## src/hw/rtl/bhec_pkg.sv

```systemverilog
// Package for the bloom hash edge comparator.
// Holds key constants, the CRC32C word function and the four-key sort helper.
// No dependencies.
package bhec_pkg;

  localparam int unsigned KeyCount = 4;
  localparam int unsigned KeyW = 16;
  localparam int unsigned IdW = 32;
  localparam int unsigned SetBitsW = 4;
  localparam logic [SetBitsW-1:0] SetBitsReset = 4'd1;
  localparam logic [31:0] CrcPoly = 32'h82F63B78;

  typedef logic [KeyW-1:0] key_t;
  typedef key_t [KeyCount-1:0] keys_t;

  // CRC32C update over 32 data bits, least significant first.  The upper
  // 32 bits of the zero-extended source are handled in a separate step.
  function automatic logic [31:0] crc_step32(logic [31:0] crc, logic [31:0] data);
    logic [31:0] c;
    c = crc;
    for (int n = 0; n < 32; n++) begin
      c = (c >> 1) ^ (((c[0] ^ data[n]) == 1'b1) ? CrcPoly : 32'h0);
    end
    return c;
  endfunction

  // Four-key sorting network, ascending.
  function automatic keys_t sort4(keys_t v_in);
    keys_t v;
    key_t t;
    v = v_in;
    if (v[0] > v[1]) begin t = v[0]; v[0] = v[1]; v[1] = t; end
    if (v[2] > v[3]) begin t = v[2]; v[2] = v[3]; v[3] = t; end
    if (v[0] > v[2]) begin t = v[0]; v[0] = v[2]; v[2] = t; end
    if (v[1] > v[3]) begin t = v[1]; v[1] = v[3]; v[3] = t; end
    if (v[1] > v[2]) begin t = v[1]; v[1] = v[2]; v[2] = t; end
    return v;
  endfunction

endpackage

```

## src/hw/rtl/bhec_hash.sv

```systemverilog
// Four-stage CRC32C pipeline that turns one source id into four raw keys.
// Depends on bhec_pkg.
module bhec_hash (
  input  logic                        clk_i,
  input  logic [bhec_pkg::IdW-1:0]    src_i,
  output bhec_pkg::keys_t             keys_o
);

  // Stages 1 and 2 give h1 over the low word and the zero high word.
  // Stages 3 and 4 give h2, seeded with h1, over the same two words.
  logic [31:0] c1_q, c2_q, c3_q, c4_q, h1_q, h1_late_q;
  logic [31:0] s1_q, s2_q;

  always_ff @(posedge clk_i) begin
    c1_q      <= bhec_pkg::crc_step32(32'h0, src_i);
    s1_q      <= src_i;
    c2_q      <= bhec_pkg::crc_step32(c1_q, 32'h0);
    s2_q      <= s1_q;
    c3_q      <= bhec_pkg::crc_step32(c2_q, s2_q);
    h1_q      <= c2_q;
    c4_q      <= bhec_pkg::crc_step32(c3_q, 32'h0);
    h1_late_q <= h1_q;
  end

  // Both hashes leave the last stage together.
  assign keys_o[0] = h1_late_q[15:0];
  assign keys_o[1] = h1_late_q[31:16];
  assign keys_o[2] = c4_q[15:0];
  assign keys_o[3] = c4_q[31:16];

endmodule

```

## config.mk

```make
export PLATFORM = sky130hd
export DESIGN_NAME = bhec_hash
export DESIGN_NICKNAME = d
export VERILOG_FILES = /design/src/hw/rtl/bhec_pkg.sv /design/src/hw/rtl/bhec_hash.sv
export SDC_FILE = /design/constraint.sdc
export NUM_CORES = 1
export LEC_CHECK = 0
export ABC_AREA = 1
export BUFFER_PORTS_ARGS = -buffer_cell sky130_fd_sc_hd__buf_2
export CAP_MARGIN = 40
export CORE_UTILIZATION = 55
export CTS_CLUSTER_SIZE = 30
export DETAILED_ROUTE_END_ITERATION = 12
export PLACE_DENSITY_LB_ADDON = 0.1
export SYNTH_ARGS = -nofsm -noshare
export SYNTH_HDL_FRONTEND = slang
export SYNTH_SLANG_ARGS = --single-unit
export TNS_END_PERCENT = 50
```

## constraint.sdc

```tcl
create_clock -name clk_i -period 5.26 [get_ports clk_i]
set_clock_uncertainty 0.1 [all_clocks]
set_input_delay 0 -clock clk_i [delete_from_list [all_inputs] [get_ports clk_i]]
set_output_delay 0 -clock clk_i [all_outputs]
set_load 0.01 [all_outputs]
```

# After elaboration in Yosys (flattened, before gate mapping)
# Index checks and enable logic that the tools add are counted.
# classes
mux	128
bitwise_logic	190
# op_table
cell	n
32-bit 2-to-1 mux	128
31-bit by 32-bit XOR with 32-bit output	127
1-bit XOR	63
# totals
wordCells	326
output_inout_bits	64
input_bits	33
register_bits	256

# Longest topological paths before layout
# Gate-level depths: netlist (run 1).
# logic_depth
depth_word	96
ltp_mapped	47
depth_no_buf	45

# Worst setup path after synthesis (run 1)
# No wires, ideal clock.
# synth_path
kind	register to register
start	register c3_q[0]
end	register c4_q[11]
period_less_slack_ns	4.186
t_arrival_ns	3.974
t_required_ns	5.048
path_stages_with_launch	35
n_path_buf	1
setup_time_ns	0.112
setup_slack_ns	1.074
path_cell_list	dfxtp_1 -> buf_6 -> inv_8 -> nand2_1 -> nand2_2 -> nand2_1 -> nand2_4 -> inv_2 -> nand2_1 -> nand2_2 -> nand2_1 -> nand2_4 -> xor2_1 -> or2_2 -> nand2_4 -> xor2_2 -> nand3_1 -> nand2_4 -> inv_2 -> nand2_2 -> nand2_1 -> nand2_1 -> nand2_1 -> nand2_2 -> nand3_1 -> nand2_4 -> nand2_1 -> nand2_1 -> nand2_1 -> nand2_1 -> nand2_1 -> nand2_2 -> nand2_1 -> nand3_1 -> nand2_1
# synth_via
elab_chain_len	40
word_cells_on_any_way	60
classes_between	mux (28); bitwise (32)
# synth_lines
item	line_no	text
start: declaration	bhec_hash.sv:11	logic [31:0] c1_q, c2_q, c3_q, c4_q, h1_q, h1_late_q;
start signal: assignment	bhec_hash.sv:19	c3_q <= bhec_pkg::crc_step32(c2_q, s2_q);
32-bit 2-to-1 mux (*)	bhec_pkg.sv:22	c = (c >> 1) ^ (((c[0] ^ data[n]) == 1'b1) ? CrcPoly : 32'h0);
31-bit by 32-bit XOR with 32-bit output (*) (4 in a row)	bhec_pkg.sv:22	
32-bit 2-to-1 mux / 31-bit by 32-bit XOR with 32-bit output (equally long branches)	bhec_pkg.sv:22	
31-bit by 32-bit XOR with 32-bit output (*) (4 in a row)	bhec_pkg.sv:22	
32-bit 2-to-1 mux / 31-bit by 32-bit XOR with 32-bit output (equally long branches)	bhec_pkg.sv:22	
31-bit by 32-bit XOR with 32-bit output (*) (4 in a row)	bhec_pkg.sv:22	
32-bit 2-to-1 mux / 31-bit by 32-bit XOR with 32-bit output (equally long branches)	bhec_pkg.sv:22	
31-bit by 32-bit XOR with 32-bit output (*) (4 in a row)	bhec_pkg.sv:22	
32-bit 2-to-1 mux / 31-bit by 32-bit XOR with 32-bit output (equally long branches)	bhec_pkg.sv:22	
31-bit by 32-bit XOR with 32-bit output (*) (4 in a row)	bhec_pkg.sv:22	
32-bit 2-to-1 mux / 31-bit by 32-bit XOR with 32-bit output (equally long branches)	bhec_pkg.sv:22	
31-bit by 32-bit XOR with 32-bit output (*) (4 in a row)	bhec_pkg.sv:22	
32-bit 2-to-1 mux / 31-bit by 32-bit XOR with 32-bit output (equally long branches)	bhec_pkg.sv:22	
31-bit by 32-bit XOR with 32-bit output (*) (5 in a row)	bhec_pkg.sv:22	
32-bit 2-to-1 mux / 31-bit by 32-bit XOR with 32-bit output (equally long branches)	bhec_pkg.sv:22	
31-bit by 32-bit XOR with 32-bit output (*) (3 in a row)	bhec_pkg.sv:22	
end signal: assignment	bhec_hash.sv:21	c4_q <= bhec_pkg::crc_step32(c3_q, 32'h0);
end: declaration	bhec_hash.sv:11	
# Every way passes the cells marked *; elsewhere a longest branch is shown, timed or not.

# Final worst setup path (run 1)
# layout_path
start	register c1_q[6]
end	register c2_q[1]
# layout_via
elab_chain_len	38
word_cells_on_any_way	53
classes_between	mux (21); bitwise (32)
# layout_lines
item	line_no	text
start: declaration	bhec_hash.sv:11	
start signal: assignment	bhec_hash.sv:15	c1_q <= bhec_pkg::crc_step32(32'h0, src_i);
31-bit by 32-bit XOR with 32-bit output (*) (6 in a row)	bhec_pkg.sv:22	
32-bit 2-to-1 mux (*)	bhec_pkg.sv:22	
31-bit by 32-bit XOR with 32-bit output (*) (4 in a row)	bhec_pkg.sv:22	
32-bit 2-to-1 mux / 31-bit by 32-bit XOR with 32-bit output (equally long branches)	bhec_pkg.sv:22	
31-bit by 32-bit XOR with 32-bit output (*) (4 in a row)	bhec_pkg.sv:22	
32-bit 2-to-1 mux / 31-bit by 32-bit XOR with 32-bit output (equally long branches)	bhec_pkg.sv:22	
31-bit by 32-bit XOR with 32-bit output (*) (4 in a row)	bhec_pkg.sv:22	
32-bit 2-to-1 mux / 31-bit by 32-bit XOR with 32-bit output (equally long branches)	bhec_pkg.sv:22	
31-bit by 32-bit XOR with 32-bit output (*) (4 in a row)	bhec_pkg.sv:22	
32-bit 2-to-1 mux / 31-bit by 32-bit XOR with 32-bit output (equally long branches)	bhec_pkg.sv:22	
31-bit by 32-bit XOR with 32-bit output (*) (4 in a row)	bhec_pkg.sv:22	
32-bit 2-to-1 mux / 31-bit by 32-bit XOR with 32-bit output (equally long branches)	bhec_pkg.sv:22	
31-bit by 32-bit XOR with 32-bit output (*) (6 in a row)	bhec_pkg.sv:22	
end signal: assignment	bhec_hash.sv:17	c2_q <= bhec_pkg::crc_step32(c1_q, 32'h0);
end: declaration	bhec_hash.sv:11	
# Marks and branches as above.

==> metrics.txt, run 1 <==
# TYPE chip_impl_metric gauge
chip_impl_metric{name="req_time_crit_path",unit="ps"} 5640
chip_impl_metric{name="multi_input_comb_area",unit="mm^2"} 0.0206
chip_impl_metric{name="rows",unit=""} 81
chip_impl_metric{name="regArea",unit="mm^2"} 0.00513
chip_impl_metric{name="cp.buffers_inverters",unit=""} 3
chip_impl_metric{name="max_cap_viol_count",unit=""} 0
chip_impl_metric{name="tritoncts.num_buffers",unit=""} 29
chip_impl_info{name="synth.area.top_cells",value="sky130_fd_sc_hd__nand2_1 (25%), sky130_fd_sc_hd__xor2_1 (20%), sky130_fd_sc_hd__dfxtp_1 (19%)"} 1
chip_impl_info{name="run_status",value="finished, final reports clean"} 1
chip_impl_metric{name="setup_slack_after_placement",unit="ps"} 28.8
chip_impl_metric{name="n_fill_cell",unit=""} 4704
chip_impl_metric{name="pre_antenna_drt_iters",unit=""} 7
chip_impl_metric{name="synth-seq-cells",unit=""} 256
chip_impl_metric{name="layout-drive-gt1-share",unit=""} 0.174
chip_impl_metric{name="worst-path-max-fanout",unit=""} 9
chip_impl_metric{name="dr_total_vias",unit=""} 26800
chip_impl_metric{name="slew_headroom",unit=""} 0.654
chip_impl_metric{name="drcViolationCount",unit=""} 0
chip_impl_metric{name="grt_util_all_layers",unit=""} 0.314
chip_impl_metric{name="setup_tns_after_final_layout",unit="ps"} 0
chip_impl_metric{name="slew_of_the_pin_with_the_lowest_slew_margin",unit="ps"} 518
chip_impl_metric{name="report.final.hold_viol_count",unit=""} 0
chip_impl_metric{name="floorplan.die.width",unit="um"} 226
chip_impl_metric{name="arrival",unit="ps"} 5260
chip_impl_metric{name="antennaDiodeCount",unit=""} 0
chip_impl_metric{name="grt_start_max_net_pins",unit=""} 16
chip_impl_info{name="clock_tree.root_cell",value="sky130_fd_sc_hd__clkbuf_16"} 1
chip_impl_metric{name="synth.top_cell.area_share",unit=""} 0.246
chip_impl_metric{name="dpl.cell_count",unit=""} 5175
chip_impl_metric{name="ys_seq_area_frac",unit=""} 0.186
chip_impl_metric{name="design.core.area",unit="mm^2"} 0.0492
chip_impl_info{name="synth_top_area_cell",value="sky130_fd_sc_hd__nand2_1"} 1
chip_impl_metric{name="final_setup_violating_endpoints",unit=""} 0
chip_impl_metric{name="final_net_count",unit=""} 4650
chip_impl_metric{name="first_global_vias",unit=""} 24400
chip_impl_metric{name="netlist-cell-type-count",unit=""} 37
chip_impl_metric{name="instance_count_of_the_mapped_netlist",unit=""} 4308
chip_impl_metric{name="antenna_left",unit=""} 0
chip_impl_metric{name="hpwl",unit="um"} 65500
chip_impl_metric{name="route.detailed.vias_per_inst",unit=""} 5.05
chip_impl_info{name="critical_path.startpoint_type",value="flop"} 1
chip_impl_metric{name="synth.cell_area",unit="mm^2"} 0.0276
chip_impl_metric{name="post-route-min-period",unit="ps"} 4880
chip_impl_metric{name="die-area",unit="mm^2"} 0.0510
chip_impl_info{name="crit_slowest_cell",value="sky130_fd_sc_hd__dfxtp_1"} 1
chip_impl_metric{name="finalNonFillerCells",unit=""} 5304
chip_impl_metric{name="cts.path.max_buffers",unit=""} 3
chip_impl_metric{name="starting_utilization_of_the_core_area",unit=""} 0.561
chip_impl_metric{name="numClockSinks",unit=""} 256
chip_impl_metric{name="period_share",unit=""} 0.928
chip_impl_metric{name="die_h",unit="um"} 226
chip_impl_metric{name="syn_avg_cell_area",unit="um^2"} 6.40
chip_impl_info{name="worst-setup-path-type",value="reg2reg"} 1
chip_impl_metric{name="flow.area_growth_from_synthesis",unit="%"} 15.0
chip_impl_info{name="layout.cells.most_common",value="sky130_fd_sc_hd__nand2_1"} 1
chip_impl_metric{name="io_pins",unit=""} 97
chip_impl_metric{name="timing.final.ws_setup",unit="ps"} 381
chip_impl_metric{name="clkLatencyLatePin",unit="ps"} 590
chip_impl_metric{name="antenna_found_initial",unit=""} 4
chip_impl_metric{name="max_transition_viols_final",unit=""} 0
chip_impl_metric{name="cts.reportedPaths.clkPinSlew",unit="ps"} 60
chip_impl_info{name="layout.cells.most_common_list",value="sky130_fd_sc_hd__nand2_1 (1779), sky130_fd_sc_hd__xor2_1 (604), sky130_fd_sc_hd__nand3_1 (555)"} 1
chip_impl_info{name="worstSetupEndpointType",value="flop"} 1
chip_impl_info{name="timing.critical_path.max_delay_family",value="simple AND/OR/NAND/NOR gates"} 1
chip_impl_metric{name="synth-warning-count",unit=""} 0
chip_impl_metric{name="io_buffers",unit=""} 96
chip_impl_metric{name="postRouteWirelength",unit="um"} 80300
chip_impl_metric{name="critical_path.max_stage_delay",unit="ps"} 460
chip_impl_info{name="clock_tree_from_tritoncts",value="yes"} 1
chip_impl_metric{name="clock_tree.htree_level_count",unit=""} 1
chip_impl_metric{name="global_route_wire_length_before_repair",unit="um"} 127000
chip_impl_info{name="cpMostUsedCell",value="sky130_fd_sc_hd__nand2_1"} 1
chip_impl_metric{name="synth.net_count",unit=""} 4341
chip_impl_metric{name="detail_route.iter0.violations",unit=""} 1874
chip_impl_metric{name="globalRoute.totalOverflow",unit=""} 0
chip_impl_metric{name="maxClockFrequency",unit="MHz"} 205
chip_impl_info{name="grt_setup_unrepaired",value="yes"} 1
chip_impl_info{name="holdCritPathClass",value="in2reg"} 1
chip_impl_metric{name="finalWeightedCongestion",unit=""} 0.952
chip_impl_metric{name="detail_route.wl_per_cell",unit="um"} 15.1
cells in the mapped netlist:
| cell type | n |
|---|---|
| sky130_fd_sc_hd__clkinv_1 | 1 |
| sky130_fd_sc_hd__nor2_4 | 2 |
| sky130_fd_sc_hd__xnor2_1 | 180 |
| sky130_fd_sc_hd__or2_1 | 7 |
| sky130_fd_sc_hd__nand3b_4 | 1 |
| sky130_fd_sc_hd__nand3_1 | 558 |
| sky130_fd_sc_hd__buf_6 | 30 |
| sky130_fd_sc_hd__xor2_2 | 27 |
| sky130_fd_sc_hd__xnor2_4 | 3 |
| sky130_fd_sc_hd__buf_4 | 24 |
| sky130_fd_sc_hd__nor2_1 | 20 |
| sky130_fd_sc_hd__nand3_2 | 11 |
| sky130_fd_sc_hd__nor2_2 | 3 |
| sky130_fd_sc_hd__nand4_1 | 8 |
| sky130_fd_sc_hd__nand2_1 | 1806 |
| sky130_fd_sc_hd__xnor2_2 | 7 |
| sky130_fd_sc_hd__nand2_2 | 186 |
| sky130_fd_sc_hd__buf_2 | 15 |
| sky130_fd_sc_hd__nand2b_1 | 2 |
| sky130_fd_sc_hd__or2_2 | 28 |
| sky130_fd_sc_hd__a21o_1 | 1 |
| sky130_fd_sc_hd__inv_4 | 2 |
| sky130_fd_sc_hd__buf_8 | 3 |
| sky130_fd_sc_hd__inv_6 | 1 |
| sky130_fd_sc_hd__clkinv_4 | 1 |
| sky130_fd_sc_hd__xor2_4 | 11 |
| sky130_fd_sc_hd__nand2_8 | 1 |
| sky130_fd_sc_hd__inv_8 | 1 |
| sky130_fd_sc_hd__dfxtp_1 | 256 |
| sky130_fd_sc_hd__inv_2 | 55 |
| sky130_fd_sc_hd__xor2_1 | 621 |
| sky130_fd_sc_hd__nand3b_1 | 23 |
| sky130_fd_sc_hd__xnor3_1 | 8 |
| sky130_fd_sc_hd__inv_1 | 347 |
| sky130_fd_sc_hd__nor2_8 | 1 |
| sky130_fd_sc_hd__or2_0 | 1 |
| sky130_fd_sc_hd__nand2_4 | 56 |
routing by layer:
layer | vias to the layer above | track usage | routed length, um
li1 | 13800 | - | -
met1 | 12100 | 0.426 | 36100
met2 | 757 | 0.531 | 37600
met3 | 124 | 0.0221 | 4480
met4 | 0 | 0.0900 | 2250
met5 | - | 0 | 0
final timing paths:
path / startpoint / depth (start not counted) / slack (ps) / to
hold reg to reg: h1_q[21] / 0 / 220 / h1_late_q[21]
hold / removal: src_i[16] / 2 / 40 / s1_q[16]
setup reg to reg: c1_q[6] / 26 / 380 / c2_q[1]
setup / recovery: c1_q[6] / 26 / 380 / c2_q[1]
per-stage QoR:
stage	area [um^2]	hold WS (ps)	util
detailed placement	29600	32.7	0.602
global placement	29600	32.3	0.602
global route	31700	29.0	0.645
CTS	31100	4.21	0.633
floorplan	27600	-72.3	-
finish	31700	36.4	0.645
flip-flops by register name (all words and copies together) (netlist names):
signal and count:
s1_q 32, c3_q 32, c4_q 32, h1_late_q 32, s2_q 32, c2_q 32, h1_q 32, c1_q 32
cells by family (layout without fill, tap and decap cells):
| logic type | after synthesis | count (layout) | share of synthesized area |
|---|---|---|---|
| flops | 256 | 256 | 0.186 |
| xor+xnor | 857 | 857 | 0.295 |
| simple gates | 2714 | 2714 | 0.439 |
| compound gates | 1 | 1 | 0.000272 |
| buf+inv | 480 | 812 | 0.0795 |
cell type report:
cell class | instances | area share
repair buffers | 350 | 0.0807
inverters | 408 | 0.0493
well taps | 664 | 0.0262
clock buffers | 39 | 0.0260
flip-flops and latches | 256 | 0.162
multi-input cells | 3572 | 0.650
clock inverters | 15 | 0.00576
what timing repair did:
| action | 4_1_cts | 5_1_grt |
|---|---|---|
| hold buffers | 48 | 0 |
| resized for setup | 1 | 95 |
| endpoints found under the setup margin | 1 | 99 |
| buffers inserted | 0 | 27 |
| hold endpoints to repair | 35 | 0 |
| cloned | 0 | 0 |
| pin swaps | 0 | 11 |
Power of run 1 is left out: the tool's default activity adds up to more than one toggle a clock period on the data nets, which glitch-free logic cannot reach.
==> run 2, diff against run 1 <==
==> constraint.sdc (replaced) <==
create_clock -name clk_i -period 5.7 [get_ports clk_i]
set_clock_uncertainty 0.1 [all_clocks]
set_input_delay 0 -clock clk_i [delete_from_list [all_inputs] [get_ports clk_i]]
set_output_delay 0 -clock clk_i [all_outputs]
set_load 0.01 [all_outputs]
==> run 2 against run 1 <==
Global-route usage decreased by 0.28 points. Utilization fell by 2.5 points. Via count down 2.2%. Cell area shrank 3.8%. Critical path type unchanged. Sequential share of layout area is 0.65 points higher.
==> metrics.txt, run 2 (synthesis gave the netlist of run 1 again) <==
# TYPE chip_impl_metric gauge
chip_impl_info{name="run_status",value="finished, final reports clean"} 1
chip_impl_metric{name="starting_utilization_of_the_core_area",unit=""} 0.561
chip_impl_info{name="clock_tree_from_tritoncts",value="yes"} 1
chip_impl_metric{name="worst-path-max-fanout",unit=""} 10
chip_impl_metric{name="antenna_found_initial",unit=""} 3
chip_impl_metric{name="max_cap_viol_count",unit=""} 0
chip_impl_metric{name="io_buffers",unit=""} 96
chip_impl_metric{name="arrival",unit="ps"} 5600
chip_impl_metric{name="route.detailed.vias_per_inst",unit=""} 5.06
chip_impl_metric{name="finalWeightedCongestion",unit=""} 0.982
chip_impl_metric{name="dr_total_vias",unit=""} 26200
chip_impl_info{name="clock_tree.root_cell",value="sky130_fd_sc_hd__clkbuf_16"} 1
chip_impl_metric{name="globalRoute.totalOverflow",unit=""} 0
chip_impl_info{name="timing.critical_path.max_delay_family",value="simple AND/OR/NAND/NOR gates"} 1
chip_impl_metric{name="detail_route.iter0.violations",unit=""} 1891
chip_impl_metric{name="rows",unit=""} 81
chip_impl_metric{name="cp.buffers_inverters",unit=""} 3
chip_impl_metric{name="max_transition_viols_final",unit=""} 0
chip_impl_metric{name="gr-usage-met1",unit=""} 0.419
chip_impl_info{name="grt_busiest_layer",value="met2"} 1
chip_impl_metric{name="grt_start_max_net_pins",unit=""} 17
chip_impl_metric{name="req_time_crit_path",unit="ps"} 6060
chip_impl_metric{name="die-area",unit="mm^2"} 0.0510
chip_impl_metric{name="cts.reportedPaths.clkPinSlew",unit="ps"} 70
chip_impl_metric{name="post-route-min-period",unit="ps"} 5240
chip_impl_metric{name="floorplan.die.width",unit="um"} 226
chip_impl_metric{name="first_global_vias",unit=""} 24100
chip_impl_info{name="worst-setup-path-type",value="reg2reg"} 1
chip_impl_metric{name="met3_usage",unit=""} 0.0267
chip_impl_metric{name="dpl.cell_count",unit=""} 5071
chip_impl_metric{name="postLayoutCellArea",unit="mm^2"} 0.0305
chip_impl_info{name="layout.cells.most_common",value="sky130_fd_sc_hd__nand2_1"} 1
chip_impl_metric{name="io_pins",unit=""} 97
chip_impl_info{name="holdCritPathClass",value="in2reg"} 1
chip_impl_metric{name="clkLatencyLatePin",unit="ps"} 580
chip_impl_info{name="layout.cells.most_common_list",value="sky130_fd_sc_hd__nand2_1 (1788), sky130_fd_sc_hd__xor2_1 (615), sky130_fd_sc_hd__nand3_1 (558)"} 1
chip_impl_metric{name="pre_antenna_drt_iters",unit=""} 5
chip_impl_metric{name="postRouteWirelength",unit="um"} 79300
chip_impl_metric{name="flow.area_growth_from_synthesis",unit="%"} 10.7
chip_impl_metric{name="hpwl",unit="um"} 64800
chip_impl_info{name="crit_slowest_cell",value="sky130_fd_sc_hd__dfxtp_1"} 1
chip_impl_metric{name="drcViolationCount",unit=""} 0
chip_impl_metric{name="slew_of_the_pin_with_the_lowest_slew_margin",unit="ps"} 648
chip_impl_info{name="worstSetupEndpointType",value="flop"} 1
chip_impl_info{name="cpMostUsedCell",value="sky130_fd_sc_hd__nand2_1"} 1
chip_impl_metric{name="report.final.hold_viol_count",unit=""} 0
chip_impl_metric{name="antennaDiodeCount",unit=""} 0
chip_impl_metric{name="critical_path.max_stage_delay",unit="ps"} 520
chip_impl_metric{name="cts.path.max_buffers",unit=""} 3
chip_impl_metric{name="layout-drive-gt1-share",unit=""} 0.146
chip_impl_metric{name="numClockSinks",unit=""} 256
chip_impl_metric{name="final_setup_violating_endpoints",unit=""} 0
chip_impl_metric{name="clock_tree.htree_level_count",unit=""} 1
chip_impl_metric{name="finalNonFillerCells",unit=""} 5177
chip_impl_metric{name="design.core.area",unit="mm^2"} 0.0492
chip_impl_metric{name="detail_route.wl_per_cell",unit="um"} 15.3
chip_impl_metric{name="maxClockFrequency",unit="MHz"} 191
chip_impl_metric{name="grt_util_all_layers",unit=""} 0.311
chip_impl_metric{name="antenna_left",unit=""} 0
chip_impl_metric{name="die_h",unit="um"} 226
chip_impl_info{name="critical_path.startpoint_type",value="flop"} 1
chip_impl_metric{name="period_share",unit=""} 0.920
chip_impl_metric{name="grt_util_met2",unit=""} 0.534
chip_impl_metric{name="worst_hold_check_slack",unit="ps"} 29.0
chip_impl_metric{name="global_route_wire_length_before_repair",unit="um"} 126000
chip_impl_metric{name="dpl_cell_area",unit="mm^2"} 0.0288
chip_impl_metric{name="final_net_count",unit=""} 4523
chip_impl_metric{name="slew_headroom",unit=""} 0.565
chip_impl_metric{name="tritoncts.num_buffers",unit=""} 29
run 2: worst paths after layout:
check / startpoint / to / slack (ps) / depth (start not counted)
max: c1_q[2] / c2_q[1] / 460 / 25
min reg2reg: h1_q[16] / h1_late_q[16] / 220 / 0
max reg2reg: c1_q[2] / c2_q[1] / 460 / 25
min: src_i[14] / s1_q[14] / 30 / 2
run 2: cell type report:
| type | instances | area, um^2 |
|---|---|---|
| Clock buffer | 35 | 798 |
| Clock inverter | 19 | 245 |
| Fill cell | 4776 | 18600 |
| Inverter | 408 | 1550 |
| Multi-Input combinational cell | 3572 | 20400 |
| Sequential cell | 256 | 5130 |
| Tap cell | 664 | 831 |
| Timing Repair Buffer | 223 | 1540 |
run 2: metal layers:
| metal | wire length (um) | share of wire |
|---|---|---|
| met4 | 1700 | 0.021 |
| met3 | 4190 | 0.053 |
| met2 | 37100 | 0.47 |
| met5 | 12 | 0.00015 |
| met1 | 36300 | 0.46 |
run 2: worst register-to-register path, cell delays in order, from the launching register on:
cell and delay, ps:
sky130_fd_sc_hd__dfxtp_1 520, sky130_fd_sc_hd__inv_2 120, sky130_fd_sc_hd__nand2_1 90, sky130_fd_sc_hd__nand2_2 100, sky130_fd_sc_hd__xnor2_2 350, sky130_fd_sc_hd__nand2_1 150, sky130_fd_sc_hd__nand2_4 120, sky130_fd_sc_hd__xor2_1 230
sky130_fd_sc_hd__xor2_2 250, sky130_fd_sc_hd__xor2_4 270, sky130_fd_sc_hd__xor2_2 400, sky130_fd_sc_hd__nand3_1 150, sky130_fd_sc_hd__nand2_2 230, sky130_fd_sc_hd__nand2_1 110, sky130_fd_sc_hd__nand3b_1 130, sky130_fd_sc_hd__nand2_2 120
sky130_fd_sc_hd__nand2_1 90, sky130_fd_sc_hd__nand2_2 140, sky130_fd_sc_hd__inv_2 160, sky130_fd_sc_hd__nand2_2 100, sky130_fd_sc_hd__nand2_1 130, sky130_fd_sc_hd__nand2_1 100, sky130_fd_sc_hd__nand2_1 260, sky130_fd_sc_hd__buf_4 210
sky130_fd_sc_hd__xor2_1 190, sky130_fd_sc_hd__xor2_1 300
run 2: what timing repair did:
item                                    CTS  global route
gates resized for setup                   0            43
hold buffers                             40             1
endpoints found under the setup margin    0            93
hold endpoints to repair                 35             1
buffers inserted                          0            11
run 2: metrics by stage:
stage               setup WS, ps  utilization  TNS (ps)
global placement             154        0.586         0
floorplan                   1510            -         0
CTS                          153        0.615         0
global route               -10.6        0.621     -10.6
finish                       459        0.621         0
detailed placement           198        0.586         0
Power of run 2 is left out for the same reason.
